$ cat src/hdl/fqdp_pkg.sv
package fqdp_pkg;

    typedef enum logic [1:0] {
        CMD_ENQ   = 2'd0,
        CMD_DEQ   = 2'd1,
        CMD_PURGE = 2'd2
    } t_cmd;

    typedef enum logic [1:0] {
        STS_OK    = 2'd0,
        STS_EMPTY = 2'd1,
        STS_FULL  = 2'd2,
        STS_ZDIV  = 2'd3
    } t_status;

    typedef enum logic [2:0] {
        ST_IDLE,
        ST_DIV,
        ST_MARK,
        ST_COUNT,
        ST_PACK,
        ST_DONE
    } t_state;

    typedef enum logic [2:0] {
        CELL_HOLD,
        CELL_ENQ,
        CELL_DEQ,
        CELL_INIT,
        CELL_STEP,
        CELL_MARK,
        CELL_ROT,
        CELL_PACK
    } t_cell_op;

    typedef struct packed {
        t_cell_op op;
        logic     odd_phase;
    } t_cell_ctl;

endpackage

$ cat src/hdl/fqdp_cell.sv
module fqdp_cell #(
    parameter int DATA_WIDTH = 16
) (
    input  logic                  i_clk,
    input  fqdp_pkg::t_cell_ctl   i_ctl,
    input  logic [DATA_WIDTH-1:0] i_dmag,
    input  logic [DATA_WIDTH-1:0] i_value,
    input  logic                  i_sel,
    input  logic                  i_inrange,
    input  logic                  i_odd_cell,
    input  logic                  i_has_left,
    input  logic                  i_has_right,
    input  logic [DATA_WIDTH-1:0] i_right_data,
    input  logic                  i_right_live,
    input  logic                  i_left_live,
    output logic [DATA_WIDTH-1:0] o_data,
    output logic                  o_live
);
    import fqdp_pkg::*;

    logic [DATA_WIDTH-1:0] r_data, n_data;
    logic                  r_live, n_live;
    logic [DATA_WIDTH-1:0] r_shf, n_shf;
    logic [DATA_WIDTH:0]   r_rem, n_rem;
    logic [DATA_WIDTH-1:0] mag;
    logic [DATA_WIDTH:0]   trial;
    logic                  pair_r, pair_l;

    assign mag    = r_data[DATA_WIDTH-1] ? (~r_data + 1'b1) : r_data;
    // one restoring-division step: bring in the next dividend bit
    assign trial  = {r_rem[DATA_WIDTH-1:0], r_shf[DATA_WIDTH-1]};
    assign pair_r = i_has_right && (i_odd_cell == i_ctl.odd_phase);
    assign pair_l = i_has_left && (i_odd_cell != i_ctl.odd_phase);

    always_comb begin
        n_data = r_data;
        n_live = r_live;
        n_shf  = r_shf;
        n_rem  = r_rem;
        case (i_ctl.op)
            CELL_ENQ: begin
                if (i_sel) n_data = i_value;
            end
            CELL_DEQ: n_data = i_right_data;
            CELL_INIT: begin
                n_live = i_inrange;
                n_shf  = mag;
                n_rem  = '0;
            end
            CELL_STEP: begin
                n_shf = {r_shf[DATA_WIDTH-2:0], 1'b0};
                n_rem = (trial >= {1'b0, i_dmag}) ? trial - {1'b0, i_dmag} : trial;
            end
            CELL_MARK: n_live = r_live && (r_rem != '0);
            CELL_ROT: begin
                n_data = i_right_data;
                n_live = i_right_live;
            end
            CELL_PACK: begin
                // odd-even exchange: a live entry moves down past a dead one
                if (pair_r && !r_live && i_right_live) begin
                    n_data = i_right_data;
                    n_live = 1'b1;
                end else if (pair_l && !i_left_live && r_live) begin
                    n_live = 1'b0;
                end
            end
            default: ;
        endcase
    end

    always_ff @(posedge i_clk) begin
        r_data <= n_data;
        r_live <= n_live;
        r_shf  <= n_shf;
        r_rem  <= n_rem;
    end

    assign o_data = r_data;
    assign o_live = r_live;

endmodule

$ cat src/hdl/fifo_queue_with_divisor_purge.sv
// Bounded FIFO of signed words with a purge-by-divisor command.
// Input channel: i_valid / o_stall with i_command, i_value, i_divisor.
// Output channel: o_valid / i_stall with o_data_out, o_status, o_occupancy,
// o_removed_count; exactly one result item per accepted item.
// Storage is a row of DEPTH cells; entry 0 is the oldest.
// Enqueue, dequeue, error cases and unknown commands: the result is
// registered at the accept edge and shows the next cycle; one item per
// cycle while no stalled result blocks the output register. Purge: each
// cell runs a bit-serial remainder of its word by the divisor magnitude,
// then a rotation pass counts removed entries and an odd-even exchange
// pass packs survivors. The result is registered once the pack pass ends
// and the output register is free; no item is accepted meanwhile.
// A result that waits under i_stall holds; a new item is still accepted if
// the output register is free or is being taken in the same cycle.
// Reset (i_rst_n low, synchronous) empties the queue and drops any result.
module fifo_queue_with_divisor_purge #(
    parameter int DEPTH      = 16,
    parameter int DATA_WIDTH = 16
) (
    input  logic                         i_clk,
    input  logic                         i_rst_n,
    input  logic                         i_valid,
    output logic                         o_stall,
    input  logic [1:0]                   i_command,
    input  logic signed [DATA_WIDTH-1:0] i_value,
    input  logic signed [DATA_WIDTH-1:0] i_divisor,
    output logic                         o_valid,
    input  logic                         i_stall,
    output logic signed [DATA_WIDTH-1:0] o_data_out,
    output logic [1:0]                   o_status,
    output logic [$clog2(DEPTH+1)-1:0]   o_occupancy,
    output logic [$clog2(DEPTH+1)-1:0]   o_removed_count
);
    import fqdp_pkg::*;

    localparam int CW   = $clog2(DEPTH + 1);
    localparam int MAXN = (DEPTH > DATA_WIDTH) ? DEPTH : DATA_WIDTH;
    localparam int SW   = $clog2(MAXN + 1);

    t_state               r_state, n_state;
    logic [CW-1:0]        r_count, n_count;
    logic [CW-1:0]        r_removed, n_removed;
    logic [SW-1:0]        r_step, n_step;
    logic                 r_odd, n_odd;
    logic [DATA_WIDTH-1:0] r_dmag, n_dmag;
    logic                 r_ovalid, n_ovalid;
    logic [DATA_WIDTH-1:0] r_odata, n_odata;
    t_status              r_ostatus, n_ostatus;
    logic [CW-1:0]        r_oocc, n_oocc;
    logic [CW-1:0]        r_orem, n_orem;

    t_cell_ctl            ctl;
    logic                 accept, out_free;
    logic [DATA_WIDTH-1:0] dmag_in;
    logic [DATA_WIDTH-1:0] cell_data [DEPTH];
    logic                 cell_live [DEPTH];

    assign out_free = !r_ovalid || !i_stall;
    assign o_stall  = (r_state != ST_IDLE) || !out_free;
    assign accept   = i_valid && !o_stall;
    assign dmag_in  = i_divisor[DATA_WIDTH-1] ? (~i_divisor + 1'b1) : i_divisor;

    always_ff @(posedge i_clk) begin
        if (!i_rst_n) begin
            r_state  <= ST_IDLE;
            r_count  <= '0;
            r_ovalid <= 1'b0;
        end else begin
            r_state  <= n_state;
            r_count  <= n_count;
            r_ovalid <= n_ovalid;
        end
    end

    always_ff @(posedge i_clk) begin
        r_removed <= n_removed;
        r_step    <= n_step;
        r_odd     <= n_odd;
        r_dmag    <= n_dmag;
        r_odata   <= n_odata;
        r_ostatus <= n_ostatus;
        r_oocc    <= n_oocc;
        r_orem    <= n_orem;
    end

    always_comb begin
        n_state       = r_state;
        n_count       = r_count;
        n_removed     = r_removed;
        n_step        = r_step;
        n_odd         = r_odd;
        n_dmag        = r_dmag;
        n_ovalid      = r_ovalid && i_stall;
        n_odata       = r_odata;
        n_ostatus     = r_ostatus;
        n_oocc        = r_oocc;
        n_orem        = r_orem;
        ctl.op        = CELL_HOLD;
        ctl.odd_phase = r_odd;
        unique case (r_state)
            ST_IDLE: begin
                if (accept) begin
                    n_ovalid  = 1'b1;
                    n_odata   = '0;
                    n_ostatus = STS_OK;
                    n_orem    = '0;
                    case (i_command)
                        CMD_ENQ: begin
                            if (r_count == CW'(DEPTH)) begin
                                n_ostatus = STS_FULL;
                            end else begin
                                ctl.op  = CELL_ENQ;
                                n_count = r_count + 1'b1;
                            end
                        end
                        CMD_DEQ: begin
                            if (r_count == '0) begin
                                n_ostatus = STS_EMPTY;
                            end else begin
                                ctl.op  = CELL_DEQ;
                                n_odata = cell_data[0];
                                n_count = r_count - 1'b1;
                            end
                        end
                        CMD_PURGE: begin
                            if (i_divisor == '0) begin
                                n_ostatus = STS_ZDIV;
                            end else begin
                                ctl.op   = CELL_INIT;
                                n_ovalid = 1'b0;
                                n_dmag   = dmag_in;
                                n_step   = '0;
                                n_state  = ST_DIV;
                            end
                        end
                        default: ;
                    endcase
                    n_oocc = n_count;
                end
            end
            ST_DIV: begin
                ctl.op = CELL_STEP;
                n_step = r_step + 1'b1;
                if (r_step == SW'(DATA_WIDTH - 1)) n_state = ST_MARK;
            end
            ST_MARK: begin
                ctl.op    = CELL_MARK;
                n_step    = '0;
                n_removed = '0;
                n_state   = ST_COUNT;
            end
            ST_COUNT: begin
                // cell 0 holds original entry r_step during this pass
                ctl.op = CELL_ROT;
                if (r_step < SW'(r_count) && !cell_live[0]) n_removed = r_removed + 1'b1;
                n_step = r_step + 1'b1;
                if (r_step == SW'(DEPTH - 1)) begin
                    n_step  = '0;
                    n_odd   = 1'b0;
                    n_state = ST_PACK;
                end
            end
            ST_PACK: begin
                ctl.op = CELL_PACK;
                n_odd  = !r_odd;
                n_step = r_step + 1'b1;
                if (r_step == SW'(DEPTH - 1)) n_state = ST_DONE;
            end
            ST_DONE: begin
                if (out_free) begin
                    n_ovalid  = 1'b1;
                    n_odata   = '0;
                    n_ostatus = STS_OK;
                    n_count   = r_count - r_removed;
                    n_oocc    = r_count - r_removed;
                    n_orem    = r_removed;
                    n_state   = ST_IDLE;
                end
            end
            default: n_state = ST_IDLE;
        endcase
    end

    for (genvar g = 0; g < DEPTH; g++) begin : g_cell
        fqdp_cell #(
            .DATA_WIDTH(DATA_WIDTH)
        ) u_cell (
            .i_clk       (i_clk),
            .i_ctl       (ctl),
            .i_dmag      (r_dmag),
            .i_value     (i_value),
            .i_sel       (r_count == CW'(g)),
            .i_inrange   (CW'(g) < r_count),
            .i_odd_cell  (1'(g % 2)),
            .i_has_left  (g > 0),
            .i_has_right (g < DEPTH - 1),
            .i_right_data(cell_data[(g + 1) % DEPTH]),
            .i_right_live(cell_live[(g + 1) % DEPTH]),
            .i_left_live (cell_live[(g + DEPTH - 1) % DEPTH]),
            .o_data      (cell_data[g]),
            .o_live      (cell_live[g])
        );
    end

    assign o_valid         = r_ovalid;
    assign o_data_out      = r_odata;
    assign o_status        = r_ostatus;
    assign o_occupancy     = r_oocc;
    assign o_removed_count = r_orem;

endmodule

$ cat config.mk
export PLATFORM = sky130hd
export DESIGN_NAME = fifo_queue_with_divisor_purge
export DESIGN_NICKNAME = d
export VERILOG_FILES = /design/src/hdl/fqdp_pkg.sv /design/src/hdl/fqdp_cell.sv /design/src/hdl/fifo_queue_with_divisor_purge.sv
export SDC_FILE = /design/constraint.sdc
export NUM_CORES = 2
export LEC_CHECK = 0
export BUFFER_PORTS_ARGS = -buffer_cell sky130_fd_sc_hd__buf_2
export CORE_MARGIN = 5
export CORE_UTILIZATION = 45
export DETAILED_ROUTE_END_ITERATION = 8
export PLACE_DENSITY = 0.59
export REMOVE_ABC_BUFFERS = 1
export SLEW_MARGIN = 15
export SYNTH_ARGS = -nofsm -noshare
export SYNTH_HDL_FRONTEND = slang
export SYNTH_SLANG_ARGS = --single-unit
$ cat constraint.sdc
create_clock -name i_clk -period 41.9 [get_ports i_clk]
set_input_delay 4.19 -clock i_clk [delete_from_list [all_inputs] [get_ports i_clk]]
set_output_delay 4.19 -clock i_clk [all_outputs]
set_load 0.02 [all_outputs]
==> flow_metrics.tcl <==
set metrics [dict create \
    p_comb_frac 0.164 \
    cp_slowest_cell "nand2_1" \
    synth-edff-count 855 \
    die_area_mm2 0.128 \
    power_uw 2350 \
    post-route-min-period_ns 8.97 \
    synth-seq-cells 864 \
    syn_to_final_growth_pct 10.1 \
    avgSynthCellArea_um2 9.76 \
    p_leak_uw 0.0225 \
    grt_setup_unrepaired "false" \
    layout.nets 5930 \
    sw_frac_of_total 0.282 \
    seqPwrFrac 0.451 \
    vias 42400 \
    cp_max_fo 6 \
    hold_buffers 0 \
    mostFrequentLayoutCells "nand2_1 (984), edfxtp_1 (855), o21ai_0 (459)" \
    cts.repair.resized 0 \
    viasPerCell 5.82 \
    ys.flop_type "edfxtp_1" \
    yosysWarnings 0 \
    port-buffer-count 67 \
    antenna_found_initial 3 \
    die_h_um 358 \
    grt_remaining_overflow 0 \
    mostFrequentLayoutCell "nand2_1" \
    ys_seq_area_frac 0.473 \
    worst_pin_slew_ns 1.25 \
    clock-sinks 864 \
    cts_tree "yes" \
    clock_latency_ns 0.73 \
    cp.required_ns 37.71 \
    ir_drop_mv 0.0319 \
    post-cts-setup-buffer-count 0 \
    setup_slack_ns 32.93 \
    drt_first_pass_iters 5 \
    max_cap_viol_count 0 \
    drcViolationCount 0 \
    wl_per_cell_um 20.7 \
    yosysTopAreaCell "edfxtp_1" \
    start_kind "input pin" \
    place_congestion 0.877 \
    p_clk_frac 0.385 \
    syn_inst 5596 \
    grt_pass1_wl_mm 234 \
    start_util 0.454 \
    hp-class "register to register" \
    power_density_mw_per_mm2 39.2 \
    max_slew_margin 0.159 \
    dp_hpwl_mm 98.5 \
    cp_top_family "simple AND/OR/NAND/NOR gates" \
    r2r_slack_ns 37.04 \
    finalSetupViolCount 0 \
    p_sw_uw 663 \
    ant_nets 0 \
    fmax_mhz 111 \
    synth_cell_types 91 \
    placedInstanceArea_mm2 0.0567 \
    fin_setup_tns_ns 0 \
    crit_buf_inv 2 \
    ctsHtreeMaxLevel 3 \
    clk_pin_slew_ns 0.06 \
    crit_path_max_incr_delay_ns 0.21 \
    chipWidth_um 358 \
    crit_type "input pin to primary output" \
    finalHoldViolations 0 \
    path_cells "buf_2 -> nand2_1 -> nand2_1 -> buf_2" \
    numCtsBuffers 98 \
    ioPinCount 68 \
    finalCritPeriodShare 0.214 \
    synth_top_area_frac 0.470 \
    coreArea_mm2 0.120 \
    synth_area_leaders "edfxtp_1 (47%), nand2_1 (6.8%), ha_1 (6.6%), o21ai_0 (4.2%), xor2_1 (3.6%)" \
    dp_slack_ns 32.94 \
    syn_area_mm2 0.0546 \
    drive_gt1_frac 0.0690 \
    grt_max_degree 208 \
    finalClockSkew_ns 0.0673 \
    worst_setup_path_end_kind "primary output" \
    rows 127 \
    p_int_uw 1690 \
    drtIter0Drc 3653 \
    wirelength_mm 151 \
    status "complete, no violations" \
    grt_pass1_vias 40200 \
    ctsRootBufferMaster "clkbuf_16" \
    synthArstFlopShare 0 \
    stdcell_area_mm2 0.0601 \
    clock_path_buffers 3 \
    cp.arrival_ns 4.78 \
    slew_viol_final 0 \
    grt_use_total 0.230 \
]
## worst paths after layout
| kind | from | endpoint | cells past startpoint |
|---|---|---|---|
| worst min-delay path | g_cell[0].u_cell.r_shf[14] | g_cell[0].u_cell.r_shf[15] | 2 |
| worst min register to register | g_cell[0].u_cell.r_shf[14] | g_cell[0].u_cell.r_shf[15] | 2 |
| worst max-delay path | i_stall | o_stall | 4 |
| worst max register to register | r_count[1] | g_cell[6].u_cell.o_data[9] | 11 |
## tightest hold or removal path, cell delays in order (launching register included)
cell and delay (ns):
edfxtp_1 0.32, nand2_1 0.04, nand2_1 0.05
## logic make-up after synthesis
family	count (synthesis)	synth area share
mux	156	0.0290
flops	864	0.473
xor+xnor	390	0.0626
compound gates	1393	0.158
fa+ha+maj	307	0.0727
simple gates	2089	0.176
buf+inv	397	0.0280
## per-stage QoR
step | cells | hold WS, ns | utilization
after floorplan | 5361 | 0.484 | -
after global placement | 7097 | 0.498 | 0.471
after detailed placement | 7097 | 0.500 | 0.471
after CTS | 7282 | 0.477 | 0.500
after global routing | 7283 | 0.499 | 0.500
final | 7284 | 0.476 | 0.500
## Yosys cell counts (66+ instances only)
library cell  count
o31ai_1          82
o21ai_0         459
a21oi_1         379
nor2b_1          86
edfxtp_1        855
inv_1           158
ha_1            290
xnor2_1         165
xor2_1          225
a21o_1           91
nand2_1         985
nor4_1           70
mux2i_1         139
nor2_1          443
nand3_1          84
clkbuf_1        207
or3_1            66
## final cells by class
| class | instances | area [µm²] |
|---|---|---|
| fill | 11100 | 60200 |
| multi-input combinational | 4335 | 27400 |
| sequential | 864 | 25900 |
| clock buffer | 119 | 2550 |
| tap | 1612 | 2020 |
| timing repair buffer | 124 | 838 |
| clock inverter | 66 | 821 |
| inverter | 162 | 608 |
| antenna | 2 | 5.00 |
## layer usage
layer,GRT usage,part of all wire
met2,0.368,0.45
met4,0.0622,0.027
met5,0,0.000086
met3,0.0342,0.059
met1,0.328,0.47
## power by group through the flow
stage,logic (µW),registers [µW],clock network [µW]
floorplan,292,1090,0
global placement,378,1080,0
detailed placement,384,1080,0
CTS,386,1060,928
global route,432,1070,964
finish,387,1060,907
## sequential cells by signal, indices dropped and copies added, names as in the netlist, 5 cells and up
signal                cells
g_cell.u_cell.r_shf     256
g_cell.u_cell.r_rem     272
r_dmag                   16
o_occupancy               5
g_cell.u_cell.o_live     16
o_data_out               16
g_cell.u_cell.o_data    256
r_step                    5
r_removed                 5
r_count                   5
o_removed_count           5
(Power assumes the default switching activity.)
